==> src/hdl/rsc_pkg.sv <==
// Types, character constants and digit functions of the radix string converter.
package rsc_pkg;

  localparam logic [7:0] CHAR_PLUS      = 8'h2B;
  localparam logic [7:0] CHAR_MINUS     = 8'h2D;
  localparam logic [7:0] CHAR_ZERO      = 8'h30;
  localparam logic [7:0] CHAR_NINE      = 8'h39;
  localparam logic [7:0] CHAR_UPPER_A   = 8'h41;
  localparam logic [7:0] CHAR_UPPER_Z   = 8'h5A;
  localparam logic [7:0] CHAR_LOWER_A   = 8'h61;
  localparam logic [7:0] CHAR_LOWER_Z   = 8'h7A;
  localparam logic [7:0] UPPER_OFFSET   = 8'd55;
  localparam logic [7:0] LOWER_OFFSET   = 8'd87;
  localparam logic [7:0] ERROR_CHAR     = 8'h00;

  localparam logic [5:0] NOT_A_DIGIT    = 6'd63;
  localparam logic [5:0] BASE_MIN       = 6'd2;
  localparam logic [5:0] BASE_MAX       = 6'd36;
  localparam logic [5:0] BASE_RESET     = 6'd10;
  localparam logic [5:0] LAST_DECIMAL   = 6'd9;

  localparam logic CFG_SOURCE_BASE = 1'b0;
  localparam logic CFG_TARGET_BASE = 1'b1;

  localparam int DIV_BITS = 8;

  typedef struct packed {
    logic take_char;
    logic decode;
    logic update;
    logic div_load;
    logic div_step;
    logic emit_err;
    logic emit_sign;
    logic emit_digit;
    logic clear_num;
  } cmd_t;

  typedef struct packed {
    logic end_mark;
    logic err_result;
    logic digit_done;
    logic quot_zero;
    logic need_minus;
    logic idx_zero;
    logic out_free;
  } sts_t;

  function automatic logic [5:0] decode_digit(input logic [7:0] c);
    logic [5:0] d;
    d = NOT_A_DIGIT;
    if (c >= CHAR_ZERO && c <= CHAR_NINE) begin
      d = 6'(c - CHAR_ZERO);
    end else if (c >= CHAR_UPPER_A && c <= CHAR_UPPER_Z) begin
      d = 6'(c - UPPER_OFFSET);
    end else if (c >= CHAR_LOWER_A && c <= CHAR_LOWER_Z) begin
      d = 6'(c - LOWER_OFFSET);
    end
    return d;
  endfunction

  function automatic logic [7:0] digit_char(input logic [5:0] d);
    logic [7:0] c;
    if (d <= LAST_DECIMAL) begin
      c = {2'b00, d} + CHAR_ZERO;
    end else begin
      c = {2'b00, d} + UPPER_OFFSET;
    end
    return c;
  endfunction

  function automatic logic base_ok(input logic [5:0] b);
    return (b >= BASE_MIN) && (b <= BASE_MAX);
  endfunction

endpackage

==> src/hdl/rsc_datapath.sv <==
// Datapath of the converter: base registers, accumulator, restoring divider and digit store.
module rsc_datapath #(
  parameter int VALUE_BITS = 32
) (
  input  logic          clk_i,
  input  logic          rst_ni,
  input  logic          cfg_we_i,
  input  logic          cfg_index_i,
  input  logic [5:0]    cfg_data_i,
  input  logic [7:0]    in_char_i,
  input  logic          in_end_i,
  input  rsc_pkg::cmd_t cmd_i,
  output rsc_pkg::sts_t sts_o,
  input  logic          out_ready_i,
  output logic          out_valid_o,
  output logic [7:0]    out_char_o,
  output logic          out_err_o,
  output logic          out_last_o
);
  import rsc_pkg::*;

  localparam int IDX_W   = $clog2(VALUE_BITS);
  localparam int PROD_W  = VALUE_BITS + 6;
  localparam int SUM_W   = VALUE_BITS + 7;
  localparam int DIV_CYC = (VALUE_BITS + DIV_BITS - 1) / DIV_BITS;
  localparam int DIV_W   = DIV_CYC * DIV_BITS;
  localparam int DCNT_W  = (DIV_CYC > 1) ? $clog2(DIV_CYC) : 1;

  logic [5:0]            src_radix_q, src_radix_d;
  logic [5:0]            tgt_base_q, tgt_base_d;
  logic [7:0]            char_q;
  logic                  end_q;
  logic [VALUE_BITS-1:0] acc_q, acc_d;
  logic                  neg_q, neg_d;
  logic                  first_q, first_d;
  logic                  seen_q, seen_d;
  logic                  err_q, err_d;
  logic                  upd_q, upd_d;
  logic [PROD_W-1:0]     prod_q;
  logic [5:0]            dig_q;
  logic [DIV_W-1:0]      work_q, work_d, work_next;
  logic [5:0]            rem_q, rem_d, rem_next;
  logic [DCNT_W-1:0]     dcnt_q, dcnt_d;
  logic [IDX_W-1:0]      idx_q, idx_d;
  logic [5:0]            dig_mem [VALUE_BITS];
  logic [5:0]            rd_q;
  logic                  out_valid_q, out_valid_d;
  logic [7:0]            out_char_q, out_char_d;
  logic                  out_err_q, out_err_d;
  logic                  out_last_q, out_last_d;

  logic [5:0]            cur_digit;
  logic                  is_sign;
  logic                  digit_ok;
  logic [SUM_W-1:0]      sum;
  logic [SUM_W-1:0]      limit;
  logic                  digit_done;
  logic                  mem_we;

  assign cur_digit  = decode_digit(char_q);
  assign is_sign    = first_q && (char_q == CHAR_PLUS || char_q == CHAR_MINUS);
  assign digit_ok   = base_ok(src_radix_q) && (cur_digit < src_radix_q);
  assign sum        = SUM_W'(prod_q) + SUM_W'(dig_q);
  assign limit      = {{7{1'b0}}, 1'b1, {(VALUE_BITS-1){1'b0}}} - SUM_W'(!neg_q);
  assign digit_done = (dcnt_q == DCNT_W'(DIV_CYC - 1));
  assign mem_we     = cmd_i.div_step && digit_done;

  // Eight restoring division steps per cycle on the narrow remainder.
  always_comb begin
    logic [DIV_W-1:0] w;
    logic [5:0]       r;
    logic [6:0]       r7;
    w = work_q;
    r = rem_q;
    for (int k = 0; k < DIV_BITS; k++) begin
      r7 = {r, w[DIV_W-1]};
      if (r7 >= {1'b0, tgt_base_q}) begin
        r7 = r7 - {1'b0, tgt_base_q};
        w  = {w[DIV_W-2:0], 1'b1};
      end else begin
        w  = {w[DIV_W-2:0], 1'b0};
      end
      r = r7[5:0];
    end
    work_next = w;
    rem_next  = r;
  end

  always_comb begin
    src_radix_d = src_radix_q;
    tgt_base_d  = tgt_base_q;
    acc_d       = acc_q;
    neg_d       = neg_q;
    first_d     = first_q;
    seen_d      = seen_q;
    err_d       = err_q;
    upd_d       = upd_q;
    work_d      = work_q;
    rem_d       = rem_q;
    dcnt_d      = dcnt_q;
    idx_d       = idx_q;
    out_valid_d = out_valid_q && !out_ready_i;
    out_char_d  = out_char_q;
    out_err_d   = out_err_q;
    out_last_d  = out_last_q;

    if (cfg_we_i) begin
      unique case (cfg_index_i)
        CFG_SOURCE_BASE: src_radix_d = cfg_data_i;
        CFG_TARGET_BASE: tgt_base_d = cfg_data_i;
      endcase
    end

    if (cmd_i.decode) begin
      first_d = 1'b0;
      upd_d   = 1'b0;
      if (is_sign) begin
        neg_d = (char_q == CHAR_MINUS);
      end else if (!digit_ok) begin
        err_d = 1'b1;
      end else begin
        seen_d = 1'b1;
        upd_d  = !err_q;
      end
    end

    if (cmd_i.update && upd_q) begin
      if (sum > limit) begin
        err_d = 1'b1;
      end else begin
        acc_d = sum[VALUE_BITS-1:0];
      end
    end

    if (cmd_i.div_load) begin
      work_d = DIV_W'(acc_q);
      rem_d  = '0;
      dcnt_d = '0;
      idx_d  = '0;
    end

    if (cmd_i.div_step) begin
      work_d = work_next;
      rem_d  = rem_next;
      if (digit_done) begin
        dcnt_d = '0;
        rem_d  = '0;
        if (work_next != '0) begin
          idx_d = idx_q + IDX_W'(1);
        end
      end else begin
        dcnt_d = dcnt_q + DCNT_W'(1);
      end
    end

    if (cmd_i.emit_err) begin
      out_valid_d = 1'b1;
      out_char_d  = ERROR_CHAR;
      out_err_d   = 1'b1;
      out_last_d  = 1'b1;
    end else if (cmd_i.emit_sign) begin
      out_valid_d = 1'b1;
      out_char_d  = CHAR_MINUS;
      out_err_d   = 1'b0;
      out_last_d  = 1'b0;
    end else if (cmd_i.emit_digit) begin
      out_valid_d = 1'b1;
      out_char_d  = digit_char(rd_q);
      out_err_d   = 1'b0;
      out_last_d  = (idx_q == '0);
      if (idx_q != '0) begin
        idx_d = idx_q - IDX_W'(1);
      end
    end

    if (cmd_i.clear_num) begin
      acc_d   = '0;
      neg_d   = 1'b0;
      first_d = 1'b1;
      seen_d  = 1'b0;
      err_d   = 1'b0;
      upd_d   = 1'b0;
    end
  end

  always_ff @(posedge clk_i or negedge rst_ni) begin
    if (!rst_ni) begin
      src_radix_q <= BASE_RESET;
      tgt_base_q  <= BASE_RESET;
      acc_q       <= '0;
      neg_q       <= 1'b0;
      first_q     <= 1'b1;
      seen_q      <= 1'b0;
      err_q       <= 1'b0;
      upd_q       <= 1'b0;
      dcnt_q      <= '0;
      idx_q       <= '0;
      out_valid_q <= 1'b0;
    end else begin
      src_radix_q <= src_radix_d;
      tgt_base_q  <= tgt_base_d;
      acc_q       <= acc_d;
      neg_q       <= neg_d;
      first_q     <= first_d;
      seen_q      <= seen_d;
      err_q       <= err_d;
      upd_q       <= upd_d;
      dcnt_q      <= dcnt_d;
      idx_q       <= idx_d;
      out_valid_q <= out_valid_d;
    end
  end

  always_ff @(posedge clk_i) begin
    if (cmd_i.take_char) begin
      char_q <= in_char_i;
      end_q  <= in_end_i;
    end
    if (cmd_i.decode) begin
      prod_q <= PROD_W'(acc_q) * PROD_W'(src_radix_q);
      dig_q  <= cur_digit;
    end
    work_q     <= work_d;
    rem_q      <= rem_d;
    out_char_q <= out_char_d;
    out_err_q  <= out_err_d;
    out_last_q <= out_last_d;
  end

  always_ff @(posedge clk_i) begin
    if (mem_we) begin
      dig_mem[idx_q] <= rem_next;
    end
    rd_q <= dig_mem[idx_d];
  end

  assign sts_o.end_mark   = end_q;
  assign sts_o.err_result = err_q || !seen_q || !base_ok(tgt_base_q);
  assign sts_o.digit_done = digit_done;
  assign sts_o.quot_zero  = (work_next == '0);
  assign sts_o.need_minus = neg_q && (acc_q != '0);
  assign sts_o.idx_zero   = (idx_q == '0);
  assign sts_o.out_free   = !out_valid_q || out_ready_i;

  assign out_valid_o = out_valid_q;
  assign out_char_o  = out_char_q;
  assign out_err_o   = out_err_q;
  assign out_last_o  = out_last_q;

endmodule

==> src/hdl/rsc_ctrl.sv <==
// Controller state machine of the converter: sequences parsing, division and emission.
module rsc_ctrl (
  input  logic          clk_i,
  input  logic          rst_ni,
  input  logic          in_valid_i,
  output logic          in_ready_o,
  input  rsc_pkg::sts_t sts_i,
  output rsc_pkg::cmd_t cmd_o
);
  import rsc_pkg::*;

  localparam logic [2:0] ST_IDLE   = 3'd0;
  localparam logic [2:0] ST_DECODE = 3'd1;
  localparam logic [2:0] ST_UPDATE = 3'd2;
  localparam logic [2:0] ST_CHECK  = 3'd3;
  localparam logic [2:0] ST_DIV    = 3'd4;
  localparam logic [2:0] ST_SIGN   = 3'd5;
  localparam logic [2:0] ST_EMIT   = 3'd6;

  logic [2:0] state_q, state_d;

  assign in_ready_o = (state_q == ST_IDLE);

  always_comb begin
    cmd_o   = '0;
    state_d = state_q;
    unique case (state_q)
      ST_IDLE: begin
        if (in_valid_i) begin
          cmd_o.take_char = 1'b1;
          state_d         = ST_DECODE;
        end
      end
      ST_DECODE: begin
        cmd_o.decode = 1'b1;
        state_d      = ST_UPDATE;
      end
      ST_UPDATE: begin
        cmd_o.update = 1'b1;
        state_d      = sts_i.end_mark ? ST_CHECK : ST_IDLE;
      end
      ST_CHECK: begin
        if (sts_i.err_result) begin
          if (sts_i.out_free) begin
            cmd_o.emit_err  = 1'b1;
            cmd_o.clear_num = 1'b1;
            state_d         = ST_IDLE;
          end
        end else begin
          cmd_o.div_load = 1'b1;
          state_d        = ST_DIV;
        end
      end
      ST_DIV: begin
        cmd_o.div_step = 1'b1;
        if (sts_i.digit_done && sts_i.quot_zero) begin
          state_d = ST_SIGN;
        end
      end
      ST_SIGN: begin
        if (!sts_i.need_minus) begin
          state_d = ST_EMIT;
        end else if (sts_i.out_free) begin
          cmd_o.emit_sign = 1'b1;
          state_d         = ST_EMIT;
        end
      end
      ST_EMIT: begin
        if (sts_i.out_free) begin
          cmd_o.emit_digit = 1'b1;
          if (sts_i.idx_zero) begin
            cmd_o.clear_num = 1'b1;
            state_d         = ST_IDLE;
          end
        end
      end
      default: begin
        state_d = ST_IDLE;
      end
    endcase
  end

  always_ff @(posedge clk_i or negedge rst_ni) begin
    if (!rst_ni) begin
      state_q <= ST_IDLE;
    end else begin
      state_q <= state_d;
    end
  end

endmodule

==> src/hdl/radix_string_converter.sv <==
// Every character passes through accept, digit decode with multiply, then add and range check.
// The closing character adds a check step, then a division per digit (eight quotient bits a cycle),
// a sign step that carries the minus word of a negative value, then one digit word per cycle
// while the sink is ready. An invalid number gives its error word from the check state once the
// output is free. Reset clears the controller, number state and output valid, and sets both
// bases to 10; the digit store is not cleared, as each entry is written before it is read.
module radix_string_converter #(
  parameter int VALUE_BITS = 32
) (
  input  logic       clk_i,
  input  logic       rst_ni,
  input  logic       cfg_valid_i,
  output logic       cfg_ready_o,
  input  logic       cfg_index_i,
  input  logic [5:0] cfg_data_i,
  input  logic       s_axis_tvalid,
  output logic       s_axis_tready,
  input  logic [7:0] s_axis_tdata,   // char_code
  input  logic       s_axis_tlast,
  output logic       m_axis_tvalid,
  input  logic       m_axis_tready,
  output logic [7:0] m_axis_tdata,   // out_char
  output logic       m_axis_tuser,   // error_flag
  output logic       m_axis_tlast
);
  import rsc_pkg::*;

  cmd_t cmd;
  sts_t sts;

  assign cfg_ready_o = 1'b1;

  rsc_ctrl u_ctrl (
    .clk_i      (clk_i),
    .rst_ni     (rst_ni),
    .in_valid_i (s_axis_tvalid),
    .in_ready_o (s_axis_tready),
    .sts_i      (sts),
    .cmd_o      (cmd)
  );

  rsc_datapath #(
    .VALUE_BITS (VALUE_BITS)
  ) u_datapath (
    .clk_i       (clk_i),
    .rst_ni      (rst_ni),
    .cfg_we_i    (cfg_valid_i),
    .cfg_index_i (cfg_index_i),
    .cfg_data_i  (cfg_data_i),
    .in_char_i   (s_axis_tdata),
    .in_end_i    (s_axis_tlast),
    .cmd_i       (cmd),
    .sts_o       (sts),
    .out_ready_i (m_axis_tready),
    .out_valid_o (m_axis_tvalid),
    .out_char_o  (m_axis_tdata),
    .out_err_o   (m_axis_tuser),
    .out_last_o  (m_axis_tlast)
  );

endmodule

==> config.mk <==
export PLATFORM = sky130hd
export DESIGN_NAME = radix_string_converter
export DESIGN_NICKNAME = d
export VERILOG_FILES = /design/src/hdl/rsc_pkg.sv /design/src/hdl/rsc_datapath.sv /design/src/hdl/rsc_ctrl.sv /design/src/hdl/radix_string_converter.sv
export SDC_FILE = /design/constraint.sdc
export NUM_CORES = 1
export LEC_CHECK = 0
export BUFFER_PORTS_ARGS = -buffer_cell sky130_fd_sc_hd__buf_2
export CAP_MARGIN = 20
export CORE_MARGIN = 2
export CORE_UTILIZATION = 32
export DETAILED_ROUTE_END_ITERATION = 8
export PLACE_DENSITY_LB_ADDON = 0.08
export REMOVE_ABC_BUFFERS = 1
export SYNTH_ARGS = -nofsm -noshare
export SYNTH_HDL_FRONTEND = slang
export SYNTH_SLANG_ARGS = --single-unit
==> constraint.sdc <==
create_clock -name clk_i -period 19.46 [get_ports clk_i]
set_input_delay 3.892 -clock clk_i [delete_from_list [all_inputs] [get_ports clk_i]]
set_output_delay 3.892 -clock clk_i [all_outputs]
set_load 0.02 [all_outputs]
Yosys cells after proc, flatten, opt, wreduce, memory -nomap -nowiden

Memory sizes are Yosys's and may differ from the RTL's. A register that Yosys moved wholly into a read port is not among the register bits.
Cells that the tools add are included.

Muxes and demuxes: 95
Order comparisons: 21
Bitwise logic cells: 1
Div/mod/pow operators: 0
Multiply operators: 1
Add/sub/neg operators: 18
Shifts and indexed selects: 0
Reductions and logical operators: 41
Equal/unequal tests: 17

Operator list:

| operator                                                                             | number |
|---|---|
| 32-bit two-way mux                                                                   | 5 |
| 6-bit two-way mux                                                                    | 16 |
| 32-bit nonzero test                                                                  | 2 |
| 7-bit by 6-bit greater-or-equal comparator with 1-bit output                         | 8 |
| 1-bit two-way mux                                                                    | 50 |
| 6-bit subtractor                                                                     | 8 |
| 5-bit two-way mux                                                                    | 8 |
| 38-bit by 6-bit adder with 39-bit output                                             | 1 |
| 39-bit > comparator                                                                  | 1 |
| 32-bit by 6-bit multiplier with 38-bit output                                        | 1 |
| 32-bit by 1-bit subtractor with 33-bit output (first input constant)                 | 1 |
| 32-bit logical NOT                                                                   | 1 |
| 3-bit two-way mux                                                                    | 8 |
| 3-bit one-hot mux with 7 select lines                                                | 1 |
| 8-bit by 6-bit equality test with 1-bit output (second input constant)               | 2 |
| 8-bit by 7-bit greater-or-equal comparator with 1-bit output (second input constant) | 2 |
| 8-bit by 7-bit <= comparator with 1-bit output (second input constant)               | 2 |
| 6-bit by 6-bit adder with 7-bit output (second input constant)                       | 2 |
| 6-bit by 2-bit greater-or-equal comparator with 1-bit output (second input constant) | 2 |
| 6-bit <= comparator (second input constant)                                          | 2 |
| 1-bit logical AND                                                                    | 12 |
| 2-bit nonzero test                                                                   | 6 |
| 6-bit subtractor (second input constant)                                             | 2 |
| 2-bit two-way mux                                                                    | 5 |
| 27 further kinds                                                                     | 46 |

Output and inout port bits: 13
Memories kept: 1
Input port bits: 21
Memory bits (read-only): 0
Logic and storage cells: 217
Bits in latches: 0
Register bits: 161
Bits in writable memories: 192

Memory list:

| name               | words | width | read ports | clocked after Yosys merged registers in | write ports | RTL line           | text |
|---|---|---|---|---|---|---|---|
| u_datapath.dig_mem | 32    | 6     | 1          | 1                                       | 1           | rsc_datapath.sv:45 | `logic [5:0] dig_mem [VALUE_BITS];` |

Longest topological paths before layout

Gate-level depths: netlist of the first run.

Word-level depth: 24
Depth in mapped cells: 98
Gate-level depth less buffers: 90

Hierarchy

From an unflattened synthesis of the first run, not the netlist that was laid out.

Cell total of the unflattened synthesis: 2312
Area, all modules: 24723.7 µm²

By module, submodules not included:

| module                 | times used | cells each | sequential area each (µm²) | area an instance (µm²) |
|---|---|---|---|---|
| rsc_datapath           | 1          | 2272       | 10231.1                    | 24397.1 |
| rsc_ctrl               | 1          | 38         | 75.1                       | 315.3 |
| radix_string_converter | 1          | 2          | 0.0                        | 11.3 |

Least setup slack after synthesis of the first run

Ideal clock, no wire load.

Kind: register to register
Start point: reg u_datapath.tgt_base_q[1]
End point: reg u_datapath.rd_q[0] (read register of u_datapath.dig_mem)
Cell stages (with the launch flop): 94
Setup slack: 2126 ps
Arrival: 17208 ps
Clock period less this slack: 17334 ps
Setup time: 126 ps
Cells stage by stage: dfstp_2 inv_1 ha_1 nand2b_1 a21oi_2 o221a_2 nor2_1 mux2_2 ha_1 o21ai_1 a21oi_1 o311a_1 a311o_1 or2_1 buf_6 clkinv_4 mux2i_1 ha_1 [58 not listed] o21ai_0 a21boi_0 o21ai_0 nand2b_1 a211o_1 nor2_1 and4_2 nand4_1 o311a_1 a211o_1 buf_2 inv_4 buf_12 buf_4 mux2i_1 a32oi_1 a22oi_1 nand3_1

Longest elaborated chain between the ends: 24
Elaborated cells on any way between the ends: 48
Those cells by class: add/sub: 7; order compare: 10; mux: 27; reduce/logical: 4

Ends and longest elaborated chain:

| element                                                                                                 | RTL line                               | text |
|---|---|---|
| from (decl)                                                                                             | rsc_datapath.sv:30                     | `logic [5:0] tgt_base_q, tgt_base_d;` |
| from (signal assigned)                                                                                  | rsc_datapath.sv:201                    | `tgt_base_q <= tgt_base_d;` |
| 6-bit subtractor / 7-bit by 6-bit greater-or-equal comparator with 1-bit output (equally long branches) | rsc_datapath.sv:78, rsc_datapath.sv:77 |  |
| 6-bit two-way mux                                                                                       | rsc_datapath.sv:77                     | `if (r7 >= {1'b0, tgt_base_q}) begin` |
| 6-bit subtractor / 7-bit by 6-bit greater-or-equal comparator with 1-bit output (equally long branches) | rsc_datapath.sv:78, rsc_datapath.sv:77 |  |
| 6-bit two-way mux                                                                                       | rsc_datapath.sv:77                     |  |
| 6-bit subtractor / 7-bit by 6-bit greater-or-equal comparator with 1-bit output (equally long branches) | rsc_datapath.sv:78, rsc_datapath.sv:77 |  |
| 6-bit two-way mux                                                                                       | rsc_datapath.sv:77                     |  |
| 6-bit subtractor / 7-bit by 6-bit greater-or-equal comparator with 1-bit output (equally long branches) | rsc_datapath.sv:78, rsc_datapath.sv:77 |  |
| 6-bit two-way mux                                                                                       | rsc_datapath.sv:77                     |  |
| [8 not listed]                                                                                          | n/a                                    |  |
| 32-bit nonzero test                                                                                     | rsc_datapath.sv:148                    | `if (work_next != '0) begin` |
| 5-bit two-way mux                                                                                       | rsc_datapath.sv:148                    |  |
| 5-bit two-way mux                                                                                       | rsc_datapath.sv:145                    | `if (digit_done) begin` |
| 5-bit two-way mux                                                                                       | rsc_datapath.sv:142                    | `if (cmd_i.div_step) begin` |
| 5-bit two-way mux                                                                                       | rsc_datapath.sv:171                    | `if (idx_q != '0) begin` |
| 5-bit two-way mux                                                                                       | rsc_datapath.sv:166                    | `end else if (cmd_i.emit_digit) begin` |
| 5-bit two-way mux                                                                                       | rsc_datapath.sv:161                    | `end else if (cmd_i.emit_sign) begin` |
| 5-bit two-way mux *                                                                                     | rsc_datapath.sv:156                    | `if (cmd_i.emit_err) begin` |
| to (decl)                                                                                               | rsc_datapath.sv:46                     | `logic [5:0] rd_q;` |

Mark *: on every way between the ends. The rest lies on a longest branch, timed or not.
A chain may end at the register's enable or synchronous reset.

Worst setup path after layout of the first run

Start point: reg u_datapath.tgt_base_q[3]
End point: reg u_datapath.rd_q[4] (read register of u_datapath.dig_mem)

Longest elaborated chain between the ends: 24
Elaborated cells on any way between the ends: 48
Those cells by class: add/sub: 7; order compare: 10; mux: 27; reduce/logical: 4

Ends and longest elaborated chain:

| element                                                                                                 | RTL line                               | text |
|---|---|---|
| 6-bit subtractor / 7-bit by 6-bit greater-or-equal comparator with 1-bit output (equally long branches) | rsc_datapath.sv:78, rsc_datapath.sv:77 |  |
| 6-bit two-way mux                                                                                       | rsc_datapath.sv:77                     |  |
| 6-bit subtractor / 7-bit by 6-bit greater-or-equal comparator with 1-bit output (equally long branches) | rsc_datapath.sv:78, rsc_datapath.sv:77 |  |
| 6-bit two-way mux                                                                                       | rsc_datapath.sv:77                     |  |
| 6-bit subtractor / 7-bit by 6-bit greater-or-equal comparator with 1-bit output (equally long branches) | rsc_datapath.sv:78, rsc_datapath.sv:77 |  |
| 6-bit two-way mux                                                                                       | rsc_datapath.sv:77                     |  |
| 7-bit by 6-bit greater-or-equal comparator with 1-bit output / 6-bit subtractor (equally long branches) | rsc_datapath.sv:77, rsc_datapath.sv:78 |  |
| 6-bit two-way mux                                                                                       | rsc_datapath.sv:77                     |  |
| [9 not listed]                                                                                          | n/a                                    |  |
| 5-bit two-way mux                                                                                       | rsc_datapath.sv:148                    |  |
| 5-bit two-way mux                                                                                       | rsc_datapath.sv:145                    |  |
| 5-bit two-way mux                                                                                       | rsc_datapath.sv:142                    |  |
| 5-bit two-way mux                                                                                       | rsc_datapath.sv:171                    |  |
| 5-bit two-way mux                                                                                       | rsc_datapath.sv:166                    |  |
| 5-bit two-way mux                                                                                       | rsc_datapath.sv:161                    |  |
| 5-bit two-way mux *                                                                                     | rsc_datapath.sv:156                    |  |
| net u_datapath.idx_d[0]                                                                                 | rsc_datapath.sv:44                     | `logic [IDX_W-1:0] idx_q, idx_d;` |

Mark *: on every way through the listed nets, which the timed path passes. The rest lies on a longest branch.

==> results of run 1 <==
-- routing by layer --
| metal | GRT usage [%] | vias to the layer above |
|---|---|---|
| met5 | 0 | - |
| met4 | 4.73 | 0 |
| met3 | 2.26 | 93 |
| met2 | 30.2 | 291 |
| met1 | 24.5 | 8672 |
| li1 | - | 8176 |
-- area by class of cell --
cell class | instances | area (um2) | area share, %
clock inverters | 26 | 318 | 1.16
flip-flops and latches | 358 | 10300 | 37.7
clock buffers | 51 | 1120 | 4.08
multi-input cells | 1669 | 13100 | 47.7
repair buffers | 73 | 510 | 1.87
inverters | 200 | 763 | 2.79
well taps | 1030 | 1290 | 4.71
-- flip-flops by register name, indices dropped and copies added (netlist names), 2 cells and up --
signal,cells
u_datapath.char_q,8
u_datapath.out_char_o,7
u_datapath.tgt_base_q,6
u_datapath.rd_q,6
u_datapath.dcnt_q,2
u_datapath.work_q,32
u_datapath.prod_q,38
u_ctrl.state_q,3
u_datapath.idx_q,5
u_datapath.rem_q,6
u_datapath.dig_q,6
u_datapath.acc_q,32
u_datapath.dig_mem,192
u_datapath.src_radix_q,6
-- placed cells by master (no fill, tap or decap), drive strengths merged, types with 25 or more instances in the layout --
| master | Yosys | routed |
|---|---|---|
| nand2 | 365 | 365 |
| dfrtp | 55 | 55 |
| mux2 | 75 | 75 |
| buf | 32 | 73 |
| ha | 153 | 153 |
| nand2b | 32 | 32 |
| edfxtp | 283 | 283 |
| fa | 130 | 130 |
| xor2 | 35 | 35 |
| nor2b | 31 | 31 |
| a32oi | 34 | 34 |
| o21ai | 65 | 65 |
| and2 | 63 | 63 |
| nor2 | 128 | 128 |
| mux2i | 54 | 54 |
| nand3 | 37 | 37 |
| a21o | 30 | 30 |
| nand4 | 25 | 25 |
| inv | 199 | 201 |
| a21oi | 114 | 114 |
| clkbuf | 81 | 51 |
| xnor2 | 58 | 58 |
-- worst paths after layout --
check                                         start                        end  slack (ns)  cells after the start
max reg2reg                u_datapath.tgt_base_q[3]         u_datapath.rd_q[4]        1.40                     89
max                        u_datapath.tgt_base_q[3]         u_datapath.rd_q[4]        1.40                     89
min in group asynchronous                    rst_ni        u_datapath.acc_q[8]        3.52                      2
min reg2reg                      u_datapath.first_q         u_datapath.first_q        0.47                      2
max in group asynchronous                    rst_ni  u_datapath.src_radix_q[5]       15.23                      2
min                              u_datapath.first_q         u_datapath.first_q        0.47                      2
-- cells by family (layout without fill, tap and decap cells) --
logic type | count (synthesis) | count (layout) | synth area share, %
AND/OR/NAND/NOR | 776 | 776 | 14.7
AO/OA/AOI/OAI | 386 | 386 | 10.8
flip-flops | 358 | 358 | 41.9
buffers and inverters | 313 | 350 | 5.16
adder cells (fa/ha/maj) | 283 | 283 | 18.4
multiplexers | 129 | 129 | 5.68
XOR/XNOR | 93 | 93 | 3.31
other | 2 | 2 | 0.0306
-- what timing repair did --
action | in CTS | in global routing
endpoints found under the setup margin | 0 | 6
setup buffers | 0 | 4
hold buffers | 0 | 0
resized for setup | 0 | 11
-- worst max-delay path: cells and delay by family, from the launching register on --
family	cells	cell delay [ns]
AOI/OAI and AO/OA	42	8.94
and+or+nand+nor	22	3.12
adders and majority gates	8	2.41
buffers and inverters	14	2.07
muxes	3	0.92
DFF	1	0.54
-- metrics by stage --
step	utilization, %	setup slack [ns]
2_1_floorplan	-	0.137
3_3_place_gp	34.0	1.19
3_5_place_dp	34.0	0.810
4_1_cts	35.9	0.774
5_1_grt	36.0	0.0914
6_report	36.0	1.40
==> flow_summary.yaml, run 1 <==
sta:
  finalSetupViolCount: 0
  max_slew.worst_pin.slew_ns: 1.05
  tns_ns: 0
  holdWs_ns: 0.474
  max_slew_margin_pct: 29.9
  max_freq_mhz: 55.4
  fin_worst_skew_ns: 0.0399
  timing.final.crit_share_pct: 92.8
  finalMaxSlewViolations: 0
  rsz0062_at_grt: "no"
  final.min_clock_period_ns: 18.06
  hold_violations: 0
critical_path:
  critPathMaxStageDelay_ns: 0.54
  worstPathRequired_ns: 20.00
  end_kind: "flop"
  critical_path_class: "flop to flop"
  crit_fanout: 29
  slowest_stage: "dfstp_2"
  arrival_ns: 18.61
  cp_common_cell: "ha_1"
  start_kind: "flop"
cells_and_area:
  fin_cells: 3407
  fin_nets: 2649
  drive_above_1_share_pct: 11.4
  diodes: 0
  fill_cells: 7588
  areaGrowthSynthToFinish_pct: 11.3
  design_area_um2: 27400
synthesis:
  synth.distinct_cells: 97
  synth-main-ff-cell: "edfxtp_1"
  syn_area_um2: 24600
  synth_area_leader_cell: "edfxtp_1"
  syn-instance-count: 2340
  synth_warnings: 0
  synth_enable_flop_cells: 283
  avgSynthCellArea_um2: 10.5
  synthDominantCellAreaShare_pct: 34.6
  synth_common_cells: "nand2_1, edfxtp_1, inv_1"
  yosysSeqAreaShare_pct: 41.9
  yosysMostFrequentCell: "nand2_1"
  ys_seq_elements: 358
  synth.area.top_cells: "edfxtp_1, fa_1, ha_1, dfrtp_1, nand2_1"
  async_flop_share_pct: 16.8
clock_tree:
  clock_latency_ns: 0.60
  cts_inserted_buffers: 43
  clkSinkCount: 358
  h-tree-depth: 2
  clock_path_buffers: 3
  cts_tree: "yes"
  cts-root-buf: "clkbuf_16"
  path_clk_slew_ns: 0.07
placement:
  gp_congestion: 0.846
  hpwlAfterDp_um: 50700
  placed_cell_area_um2: 25800
  portBuffers: 31
  dp.cells: 3325
floorplan:
  dieArea_um2: 79000
  die_w_um: 281
  initial_core_util_pct: 32.4
  core-area_um2: 75900
  die_y_um: 281
  ios: 34
  fp-row-count: 101
global_routing:
  grt_first_pass_wirelength_um: 108000
  grt_util_all_layers_pct: 18.0
  grt_pass1_vias: 18000
  grt_max_degree: 62
  overflow: 0
  antenna_found_initial: 3
detailed_routing:
  highest_layer: "met4"
  met2_length_um: 33100
  wl_met3_um: 2280
  detail_route.iter0.violations: 992
  drc: 0
  wl_met1_um: 33200
  vias: 17200
  vias_per_cell: 5.06
  totalWireLength_um: 70200
  drt-pass1-iter-count: 5
  ant_nets: 0
  wire_per_inst_um: 20.6
min_path:
  hold_class: "flop to flop"
status:
  status: "finished clean"
flow_run:
  max-cap-violations: 0
Power of run 1 is left out: the tool's default activity adds up to more than one toggle a clock period on the data nets, which glitch-free logic cannot reach.
==> run 2, diff against run 1 <==
--- a/config.mk
+++ b/config.mk
@@ -6,11 +6,9 @@
 export NUM_CORES = 1
 export LEC_CHECK = 0
 export BUFFER_PORTS_ARGS = -buffer_cell sky130_fd_sc_hd__buf_2
-export CAP_MARGIN = 20
 export CORE_MARGIN = 2
 export CORE_UTILIZATION = 32
 export DETAILED_ROUTE_END_ITERATION = 8
-export PLACE_DENSITY_LB_ADDON = 0.08
 export REMOVE_ABC_BUFFERS = 1
 export SYNTH_ARGS = -nofsm -noshare
 export SYNTH_HDL_FRONTEND = slang
==> constraint.sdc (replaced) <==
create_clock -name clk_i -period 20.3 [get_ports clk_i]
set_input_delay 4.06 -clock clk_i [delete_from_list [all_inputs] [get_ports clk_i]]
set_output_delay 4.06 -clock clk_i [all_outputs]
set_load 0.02 [all_outputs]
==> flow_summary.yaml, run 2 (synthesized netlist as in run 1, its figures left out) <==
sta:
  finalSetupViolCount: 0
  timing.final.crit_share_pct: 92.4
  max_slew.worst_pin.slew_ns: 1.16
  max_slew_margin_pct: 22.7
  max_freq_mhz: 53.3
  final.min_clock_period_ns: 18.75
  holdWs_ns: 0.452
  hold_violations: 0
  rsz0062_at_grt: "no"
  fin_worst_skew_ns: 0.0134
  tns_ns: 0
  finalMaxSlewViolations: 0
  timing.final.ws_setup_ns: 1.55
floorplan:
  fp-row-count: 101
  initial_core_util_pct: 32.4
  die_w_um: 281
  ios: 34
  core-area_um2: 75900
  die_y_um: 281
  dieArea_um2: 79000
placement:
  portBuffers: 31
  place_ws_ns: 0.485
  hpwlAfterDp_um: 44200
  dp.cells: 3314
  gp_congestion: 0.882
critical_path:
  r2r_cells: 88
  crit_buf_inv: 10
  worstPathRequired_ns: 20.80
  critical_path_class: "flop to flop"
  arrival_ns: 19.25
  start_kind: "flop"
  worstSetupEndpoint: "u_datapath.rd_q[3]"
  path_depth: 88
  reg2reg_slack_ns: 1.55
  cp_common_cell: "ha_1"
  end_kind: "flop"
  rr_endpoint: "u_datapath.rd_q[3]"
  cpLargestDelayFamily: "compound AO/OA/AOI/OAI gates"
  crit_fanout: 53
  critPathMaxStageDelay_ns: 0.54
  slowest_stage: "dfstp_2"
  setup.worst_path.start: "u_datapath.tgt_base_q[3]"
  rr_startpoint: "u_datapath.tgt_base_q[3]"
global_routing:
  grt_pass1_vias: 17700
  overflow: 0
  antenna_found_initial: 0
  grt_first_pass_wirelength_um: 97900
  grt_util_all_layers_pct: 15.6
  grt_max_degree: 62
min_path:
  hold_class: "flop to flop"
  min_from: "u_datapath.out_err_o"
flow_run:
  max-cap-violations: 0
clock_tree:
  h-tree-depth: 2
  path_clk_slew_ns: 0.06
  clock_latency_ns: 0.57
  cts_hold_buffers: 0
  cts_tree: "yes"
  cts-root-buf: "clkbuf_16"
  clkSinkCount: 358
  clock_path_buffers: 3
  cts_inserted_buffers: 41
cells_and_area:
  areaGrowthSynthToFinish_pct: 10.4
  largest_register_ffs: 192
  drive_above_1_share_pct: 11.0
  final_common_cell: "nand2_1"
  largest-register: "u_datapath.dig_mem"
  fin_nets: 2634
  fin_cells: 3392
  top_regs: "u_datapath.dig_mem: 192 flops, u_datapath.prod_q: 38 flops"
  layout_common_cells: "nand2_1, edfxtp_1, inv_1"
  fill_cells: 7500
  diodes: 0
detailed_routing:
  ant_nets: 0
  drc: 0
  vias: 17300
  drt-pass1-iter-count: 5
  totalWireLength_um: 61400
  wire_per_inst_um: 18.1
  detail_route.iter0.violations: 1111
  vias_per_cell: 5.09
status:
  status: "finished clean"
## run 2: worst min-delay path by stage
stage	endpoint	slack, ns	cells past startpoint
detailed placement	u_datapath.out_err_o	0.44	1
floorplan	u_datapath.first_q	0.44	2
finish	u_datapath.out_err_o	0.45	1
global route	u_datapath.out_last_o	0.49	2
CTS	u_datapath.out_err_o	0.46	1
global placement	u_datapath.out_last_o	0.44	2
## run 2: per-stage QoR
step / instance area [um2] / util (%)
6_report: 27100 / 35.7
5_1_grt: 27100 / 35.7
4_1_cts: 27000 / 35.6
3_5_place_dp: 25800 / 33.9
3_3_place_gp: 25800 / 33.9
2_1_floorplan: 24100 / -
## run 2: repair_timing
action | in CTS | in global routing
gates resized for setup | 0 | 19
buffers inserted | 0 | 3
endpoints found under the setup margin | 0 | 24
hold endpoints to repair | 0 | 0
## run 2: layer usage
metal / track usage, % / vias to the layer above / part of all wire [%]
li1: - / 8132 / -
met1: 20.5 / 8591 / 44
met2: 26.5 / 444 / 48
met3: 2.21 / 107 / 5.1
met4: 5.25 / 0 / 3.0
met5: 0 / - / 0
## run 2: final cells by class
type                    instances  area (um2)  area share, %
multi-input cells            1669       13100           48.2
flip-flops and latches        358       10300           38.0
well taps                    1030        1290           4.75
clock buffers                  54        1160           4.27
inverters                     200         768           2.83
repair buffers                 60         393           1.45
clock inverters                21         138          0.507
## run 2: worst reg2reg max path: cells and delay by family, from the launching register on
kind	cells	cell delay, ns
simple gates	23	3.62
flops	1	0.54
buf+inv	10	1.48
compound gates	44	9.70
mux	3	0.81
fa+ha+maj	8	2.53
Power of run 2 is left out for the same reason.
